`config.mk`:
```
export PLATFORM = sky130hd
export DESIGN_NAME = mhpq_ctrl
export DESIGN_NICKNAME = d
export VERILOG_FILES = /design/src/rtl/mhpq_pkg.sv /design/src/rtl/mhpq_ctrl.sv
export VERILOG_INCLUDE_DIRS = /design/src /design/src/rtl
export SDC_FILE = /design/constraint.sdc
export NUM_CORES = 1
export LEC_CHECK = 0
export BUFFER_PORTS_ARGS = -buffer_cell sky130_fd_sc_hd__buf_4
export CAP_MARGIN = 5
export CORE_MARGIN = 2
export CORE_UTILIZATION = 45
export DETAILED_ROUTE_END_ITERATION = 12
export PLACE_DENSITY = 0.79
export SKIP_LAST_GASP = 1
export SYNTH_ARGS = -nofsm -noshare
export SYNTH_HDL_FRONTEND = slang
export SYNTH_SLANG_ARGS = --single-unit
```
`constraint.sdc`:
```
create_clock -name clk -period 6.3 [get_ports clk]
set_clock_uncertainty 0.2 [all_clocks]
set_input_delay 1.26 -clock clk [delete_from_list [all_inputs] [get_ports clk]]
set_output_delay 1.26 -clock clk [all_outputs]
set_load 0.005 [all_outputs]
```
`src/rtl/min_heap_priority_queue_assert.svh`:
```
// ---------------------------------------------------------------------------
// min_heap_priority_queue_assert
// assertion macros for the heap queue, compiled out with ASSERT_OFF
// ---------------------------------------------------------------------------
`ifndef MIN_HEAP_PRIORITY_QUEUE_ASSERT_SVH
`define MIN_HEAP_PRIORITY_QUEUE_ASSERT_SVH
`ifndef ASSERT_OFF
`define MHPQ_ASSERT(label, clk, rst_n, prop, msg) \
    label: assert property (@(posedge clk) disable iff (!rst_n) prop) else $error(msg);
`define MHPQ_ASSERT_NR(label, clk, prop, msg) \
    label: assert property (@(posedge clk) prop) else $error(msg);
`else
`define MHPQ_ASSERT(label, clk, rst_n, prop, msg)
`define MHPQ_ASSERT_NR(label, clk, prop, msg)
`endif
`endif

```
`src/rtl/mhpq_pkg.sv`:
```
// ---------------------------------------------------------------------------
// mhpq_pkg
// shared types and constants of the min-heap priority queue
// ---------------------------------------------------------------------------
package mhpq_pkg;

    localparam int DefCapacity   = 1024;
    localparam int DefValueWidth = 32;
    localparam int TagWidth      = 24;
    localparam int InValueWidth  = 32;
    localparam int CountOutWidth = 11;

    localparam logic [1:0] ModePush     = 2'd0;
    localparam logic [1:0] ModeExtract  = 2'd1;
    localparam logic [1:0] ModeDecrease = 2'd2;

    localparam logic [2:0] StDone     = 3'd0;
    localparam logic [2:0] StExtract  = 3'd1;
    localparam logic [2:0] StEmpty    = 3'd2;
    localparam logic [2:0] StFull     = 3'd3;
    localparam logic [2:0] StNotFound = 3'd4;

    // datapath address select for the memory read port
    typedef enum logic [2:0] {
        RdPos   = 3'd0,
        RdPar   = 3'd1,
        RdLeft  = 3'd2,
        RdRight = 3'd3,
        RdScan  = 3'd4,
        RdLast  = 3'd5
    } rd_sel_t;

    typedef struct packed {
        logic    load_item;   // latch input beat, init position
        logic    rd_en;
        rd_sel_t rd_sel;
        logic    cap_a;       // capture read data into slot a
        logic    cap_b;       // capture read data into slot b
        logic    cap_c;       // capture read data into slot c
        logic    wr_new_last; // write new item at count+1, pos <= count+1
        logic    wr_a_at_pos; // write slot a entry at pos
        logic    wr_b_at_pos; // write slot b at pos
        logic    wr_b_at_par; // write slot b at parent
        logic    wr_a_at_best;
        logic    wr_val_at_pos; // write input value over slot a at pos
        logic    pos_to_par;
        logic    pos_to_best;
        logic    pos_to_scan;
        logic    save_min;    // save slot a value as result
        logic    cnt_inc;
        logic    cnt_dec;
        logic    scan_init;
        logic    scan_inc;
        logic    a_from_in;   // replace slot a value with input value
        logic    set_best_left;
        logic    set_best_right;
        logic    b_from_c;
        logic    out_load;
        logic [2:0] out_status;
    } mhpq_cmd_t;

    typedef struct packed {
        logic [1:0] mode;
        logic       full;
        logic       empty;
        logic       pos_is_root;
        logic       a_lt_b;      // slot a < slot b
        logic       b_lt_a;      // slot b < slot a
        logic       c_lt_b;      // slot c < slot b
        logic       left_ok;     // left child within count
        logic       right_ok;
        logic       scan_done;   // scan index past count
        logic       tag_hit;     // slot a tag equals target
        logic       out_busy;
    } mhpq_sts_t;

endpackage

```
`src/rtl/mhpq_ctrl.sv`:
```
// ---------------------------------------------------------------------------
// mhpq_ctrl
// sequencer for push, extract-min and decrease-key
// ---------------------------------------------------------------------------
`include "min_heap_priority_queue_assert.svh"

module mhpq_ctrl (
    input  logic                clk,
    input  logic                rst_n,
    input  logic                in_valid,
    output logic                in_ready,
    output mhpq_pkg::mhpq_cmd_t cmd,
    input  mhpq_pkg::mhpq_sts_t sts
);
    typedef enum logic [19:0] {
        S_IDLE   = 20'h00001,
        S_DISP   = 20'h00002,
        S_UP_RD  = 20'h00004,  // read sifting entry
        S_UP_W1  = 20'h00008,  // capture it, read parent
        S_UP_CMP = 20'h00010,  // capture parent
        S_UP_SW  = 20'h00020,
        S_UP_MV  = 20'h00040,
        S_EX_RD  = 20'h00080,  // capture root, read last
        S_EX_W1  = 20'h00100,
        S_EX_MV  = 20'h00200,
        S_DN_RD  = 20'h00400,  // read left child
        S_DN_W1  = 20'h00800,  // capture left, read right
        S_DN_W2  = 20'h01000,
        S_DN_SEL = 20'h02000,
        S_DN_SW  = 20'h04000,
        S_DN_MV  = 20'h08000,
        S_SC_RD  = 20'h10000,
        S_SC_CMP = 20'h20000,
        S_SC_CHK = 20'h40000,
        S_DONE   = 20'h80000
    } state_t;

    state_t state_reg, state_next;
    logic [2:0] st_reg, st_next;

    always_ff @(posedge clk or negedge rst_n)
    begin
        if (!rst_n)
        begin
            state_reg <= S_IDLE;
            st_reg    <= mhpq_pkg::StDone;
        end
        else
        begin
            state_reg <= state_next;
            st_reg    <= st_next;
        end
    end

    assign in_ready = state_reg == S_IDLE;

    always_comb
    begin
        state_next = state_reg;
        st_next    = st_reg;
        cmd        = '0;
        cmd.rd_sel = mhpq_pkg::RdPos;
        unique case (state_reg)
            S_IDLE:
            begin
                if (in_valid)
                begin
                    cmd.load_item = 1'b1;
                    st_next       = mhpq_pkg::StDone;
                    state_next    = S_DISP;
                end
            end
            S_DISP:
            begin
                unique case (sts.mode)
                    mhpq_pkg::ModePush:
                    begin
                        if (sts.full)
                        begin
                            st_next    = mhpq_pkg::StFull;
                            state_next = S_DONE;
                        end
                        else
                        begin
                            cmd.wr_new_last = 1'b1;
                            cmd.cnt_inc     = 1'b1;
                            state_next      = S_UP_RD;
                        end
                    end
                    mhpq_pkg::ModeExtract:
                    begin
                        if (sts.empty)
                        begin
                            st_next    = mhpq_pkg::StEmpty;
                            state_next = S_DONE;
                        end
                        else
                        begin
                            cmd.rd_en  = 1'b1;
                            cmd.rd_sel = mhpq_pkg::RdPos;
                            st_next    = mhpq_pkg::StExtract;
                            state_next = S_EX_RD;
                        end
                    end
                    mhpq_pkg::ModeDecrease:
                    begin
                        cmd.scan_init = 1'b1;
                        st_next       = mhpq_pkg::StNotFound;
                        state_next    = S_SC_RD;
                    end
                    default:
                        state_next = S_DONE;
                endcase
            end
            S_UP_RD:
            begin
                if (sts.pos_is_root)
                    state_next = S_DONE;
                else
                begin
                    cmd.rd_en  = 1'b1;
                    cmd.rd_sel = mhpq_pkg::RdPos;
                    state_next = S_UP_W1;
                end
            end
            S_UP_W1:
            begin
                cmd.cap_a  = 1'b1;
                cmd.rd_en  = 1'b1;
                cmd.rd_sel = mhpq_pkg::RdPar;
                state_next = S_UP_CMP;
            end
            S_UP_CMP:
            begin
                cmd.cap_b  = 1'b1;
                state_next = S_UP_SW;
            end
            S_UP_SW:
            begin
                if (sts.a_lt_b)
                begin
                    // parent moves down, child goes up one level
                    cmd.wr_b_at_pos = 1'b1;
                    cmd.pos_to_par  = 1'b1;
                    state_next      = S_UP_MV;
                end
                else
                    state_next = S_DONE;
            end
            S_UP_MV:
            begin
                // place the rising entry, fetch the next parent
                cmd.wr_a_at_pos = 1'b1;
                if (sts.pos_is_root)
                    state_next = S_DONE;
                else
                begin
                    cmd.rd_en  = 1'b1;
                    cmd.rd_sel = mhpq_pkg::RdPar;
                    state_next = S_UP_CMP;
                end
            end
            S_EX_RD:
            begin
                cmd.cap_a  = 1'b1;
                cmd.rd_en  = 1'b1;
                cmd.rd_sel = mhpq_pkg::RdLast;
                state_next = S_EX_W1;
            end
            S_EX_W1:
            begin
                cmd.save_min = 1'b1;
                cmd.cap_a    = 1'b1;
                state_next   = S_EX_MV;
            end
            S_EX_MV:
            begin
                // last entry goes to the root, and the count drops
                cmd.wr_a_at_pos = 1'b1;
                cmd.cnt_dec     = 1'b1;
                state_next      = S_DN_RD;
            end
            S_DN_RD:
            begin
                if (!sts.left_ok)
                    state_next = S_DONE;
                else
                begin
                    cmd.rd_en  = 1'b1;
                    cmd.rd_sel = mhpq_pkg::RdLeft;
                    state_next = S_DN_W1;
                end
            end
            S_DN_W1:
            begin
                cmd.cap_b         = 1'b1;
                cmd.set_best_left = 1'b1;
                cmd.rd_en         = sts.right_ok;
                cmd.rd_sel        = mhpq_pkg::RdRight;
                state_next        = S_DN_W2;
            end
            S_DN_W2:
            begin
                cmd.cap_c  = 1'b1;
                state_next = S_DN_SEL;
            end
            S_DN_SEL:
            begin
                // right child wins only when strictly smaller
                if (sts.right_ok && sts.c_lt_b)
                begin
                    cmd.b_from_c       = 1'b1;
                    cmd.set_best_right = 1'b1;
                end
                state_next = S_DN_SW;
            end
            S_DN_SW:
            begin
                if (sts.b_lt_a)
                begin
                    cmd.wr_b_at_pos = 1'b1;
                    state_next      = S_DN_MV;
                end
                else
                    state_next = S_DONE;
            end
            S_DN_MV:
            begin
                cmd.wr_a_at_best = 1'b1;
                cmd.pos_to_best  = 1'b1;
                state_next       = S_DN_RD;
            end
            S_SC_RD:
            begin
                if (sts.scan_done)
                    state_next = S_DONE;
                else
                begin
                    cmd.rd_en  = 1'b1;
                    cmd.rd_sel = mhpq_pkg::RdScan;
                    state_next = S_SC_CMP;
                end
            end
            S_SC_CMP:
            begin
                cmd.cap_a  = 1'b1;
                state_next = S_SC_CHK;
            end
            S_SC_CHK:
            begin
                if (sts.tag_hit)
                begin
                    cmd.pos_to_scan = 1'b1;
                    cmd.a_from_in   = 1'b1;
                    st_next         = mhpq_pkg::StDone;
                    state_next      = S_UP_MV;
                end
                else
                begin
                    cmd.scan_inc = 1'b1;
                    state_next   = S_SC_RD;
                end
            end
            S_DONE:
            begin
                if (!sts.out_busy)
                begin
                    cmd.out_load   = 1'b1;
                    cmd.out_status = st_reg;
                    state_next     = S_IDLE;
                end
            end
            default:
                state_next = S_IDLE;
        endcase
    end

    `MHPQ_ASSERT(a_ready_idle, clk, rst_n, in_ready |-> state_reg == S_IDLE, "ready outside idle")
    `MHPQ_ASSERT(a_onehot, clk, rst_n, $onehot(state_reg), "state not one-hot")
    `MHPQ_ASSERT(a_out_done, clk, rst_n, cmd.out_load |-> state_reg == S_DONE, "result outside done")
    `MHPQ_ASSERT(a_inc_dec, clk, rst_n, !(cmd.cnt_inc && cmd.cnt_dec), "count inc and dec")
endmodule

```
==> metrics.txt <==
CTS tree built; RSZ-0062 raised after global routing no; Tot GR Track Use 0.216; Synth Register Bits 23; area delta synth->final 20.2%; H-tree levels 1; post-CTS sizing 0; Setup WS pre-CTS 2410 ps; Max Clock Freq 234 MHz; 1st-iter DRT viols 97; wire per inst 15.9 um; Placement Rows 22; die area 4390 um^2; Final Max Tran Viols 0; initial antenna violation count 0; CTS hold repair buffers 0; Yosys Warn Count 0; Initial Util 0.473; Critical Path RT between 4000 and 5000 ps; Max Root-Sink Buffers 2; Worst Setup End Kind primary output; Post-synth EDFFs 0; first-pass GRT wire length between 7 and 8 mm; gpl congestion roughly 0.87; flip-flop count of the largest register after layout 20; largest family of logic cells by synthesized area simple AND/OR/NAND/NOR gates; die height roughly 66 um; root buf cell clkbuf_8; Chip Width around 66 um; Max Cap Viol 0; endpoints failing setup 0; Worst Tran Pin Value between 700 and 800 ps; most frequent cells in the layout buf_4, dfrtp_1, nor2_1, nand2_1, inv_1; Worst Path Arrival 2810 ps; Final Hold Vio Count 0; Final #Nets about 250; final WL around 4.4 mm; largest net degree at the start of global routing 24; setup TNS 0 ps; critical path type reg -> out; ys async rst share 1.00; XOR/XNOR Fraction of Synth Area 0.0352; ant diodes 0; worst setup margin 2030 ps; CTS Buf Count 3; Mapped Area ~1700 um^2; drt pass-1 iters 4; commonest register cell after synthesis dfrtp_1; number of setup buffers added after CTS 0; post-synth cell types 56; Worst VDD drop 140 uV; critical-path maximum fanout 8; Clock Pin Slew Worst Setup and Hold Paths 90 ps; min Tclk post-route 4270 ps; core footprint between 3000 and 4000 um^2; Worst Hold Class reg -> reg; mux share of post-synthesis cell area 0.0352; period utilization 0.678; PwrDens 245 nW/um^2; Antenna Nets Post-Route 0; commonest non-fill, non-tap cell in the layout buf_4; IO Count 47; Mapped Cells 193; Vias 1599; vias in the first global route between 1500 and 2000; grt total ovfl 0; DRC 0; hpwl dp 3.52 mm; share of layout cells above drive strength 1 0.291; Adder-Cell Fraction of Synth Area 0.0359; sequential area share after synthesis 0.331; Port Buffers 44; Post-Synth Simple-Gate Area 0.409; mean post-synth cell area around 9.0 um^2; static leakage 0.00111 uW; Compound-Gate Fraction of Synth Area 0.0732; slew margin rel. 0.486; outcome finished clean; Clock Latency Late Sink 280 ps; via/cell ratio 5.75; CP Launch Type flip-flop; Sink Count 23
[worst paths after layout]
check	cells after the start	from	slack [ps]	end
worst max-delay path	6	state_reg[3]$_DFFE_PN0P_	2030	cmd[28]
worst min-delay path	1	st_reg[0]$_DFFE_PN0P_	320	st_reg[0]$_DFFE_PN0P_
worst max register to register	6	state_reg[3]$_DFFE_PN0P_	3600	st_reg[1]$_DFFE_PN0P_
worst min register to register	1	st_reg[0]$_DFFE_PN0P_	320	st_reg[0]$_DFFE_PN0P_
max in group asynchronous	1	rst_n	4950	state_reg[0]$_DFFE_PN1P_
min in group asynchronous	1	rst_n	660	state_reg[11]$_DFFE_PN0P_
[cell families (layout without fill, tap and decap cells)]
family                   after synthesis  after routing
buffers and inverters                 25             61
adder cells (fa/ha/maj)                5              5
flip-flops                            23             23
AND/OR/NAND/NOR                      109            109
other                                  1              2
AO/OA/AOI/OAI                         18             18
multiplexers                           5              5
XOR/XNOR                               7              7
[metal layers]
layer  part of all wire  up-vias  track usage  routed length, um
met5                  0        -            0                  0
met4              0.021        0       0.0867                 91
met3              0.045        9       0.0273                198
met2               0.50       43        0.373               2220
met1               0.43      778        0.272               1920
li1                   -      769            -                  -
[metrics by stage]
step	instances	hold slack (ps)	instance area (um^2)	total power [uW]	util
finish	278	325	2100	513	0.568
global route	278	337	2100	542	0.568
CTS	278	319	2100	513	0.568
detailed placement	274	297	2050	415	0.556
global placement	274	295	2050	411	0.556
floorplan	194	273	1750	353	-
[area by class of cell]
class / count / area, um^2
Fill cell: 375 / 1590
Multi-Input combinational cell: 146 / 1030
Sequential cell: 23 / 577
Timing Repair Buffer: 44 / 330
Tap cell: 48 / 60.1
Inverter: 13 / 48.8
Clock buffer: 3 / 41.3
Clock inverter: 1 / 5.00
[Yosys cell counts (3+ instances only)]
cell,count,area (um^2)
nor3_1,6,30.0
nor2_1,16,60.1
ha_1,5,62.6
or4_4,3,33.8
buf_4,7,52.6
nand4b_1,3,26.3
o21ai_0,5,25.0
nor4_1,9,56.3
xor2_1,4,35.0
xnor2_1,3,26.3
nand2b_1,5,31.3
and2_1,6,37.5
and3_1,6,37.5
nand4_1,3,18.8
nand3_1,6,30.0
or4_1,3,22.5
a21oi_1,3,15.0
nor3b_1,3,22.5
nand2_1,12,45.0
inv_1,11,41.3
or2_1,3,18.8
nor2b_1,4,25.0
dfrtp_1,22,551
[where the power goes]
group / internal, uW / switching [uW] / leakage [uW] / total (uW)
clock network: 44.4 / 53.1 / 0.0000255 / 97.5
registers: 165 / 22.6 / 0.000316 / 188
logic: 106 / 121 / 0.000764 / 227
[worst max-delay path, cell delays in order (launching register included)]
cell and delay [ps]:
dfrtp_1 500, nor4_1 710, nand4_1 330, nor4bb_1 530, nand2_1 200, o2111ai_1 120
buf_4 150
No activity file was read; power rests on OpenSTA's default activity.
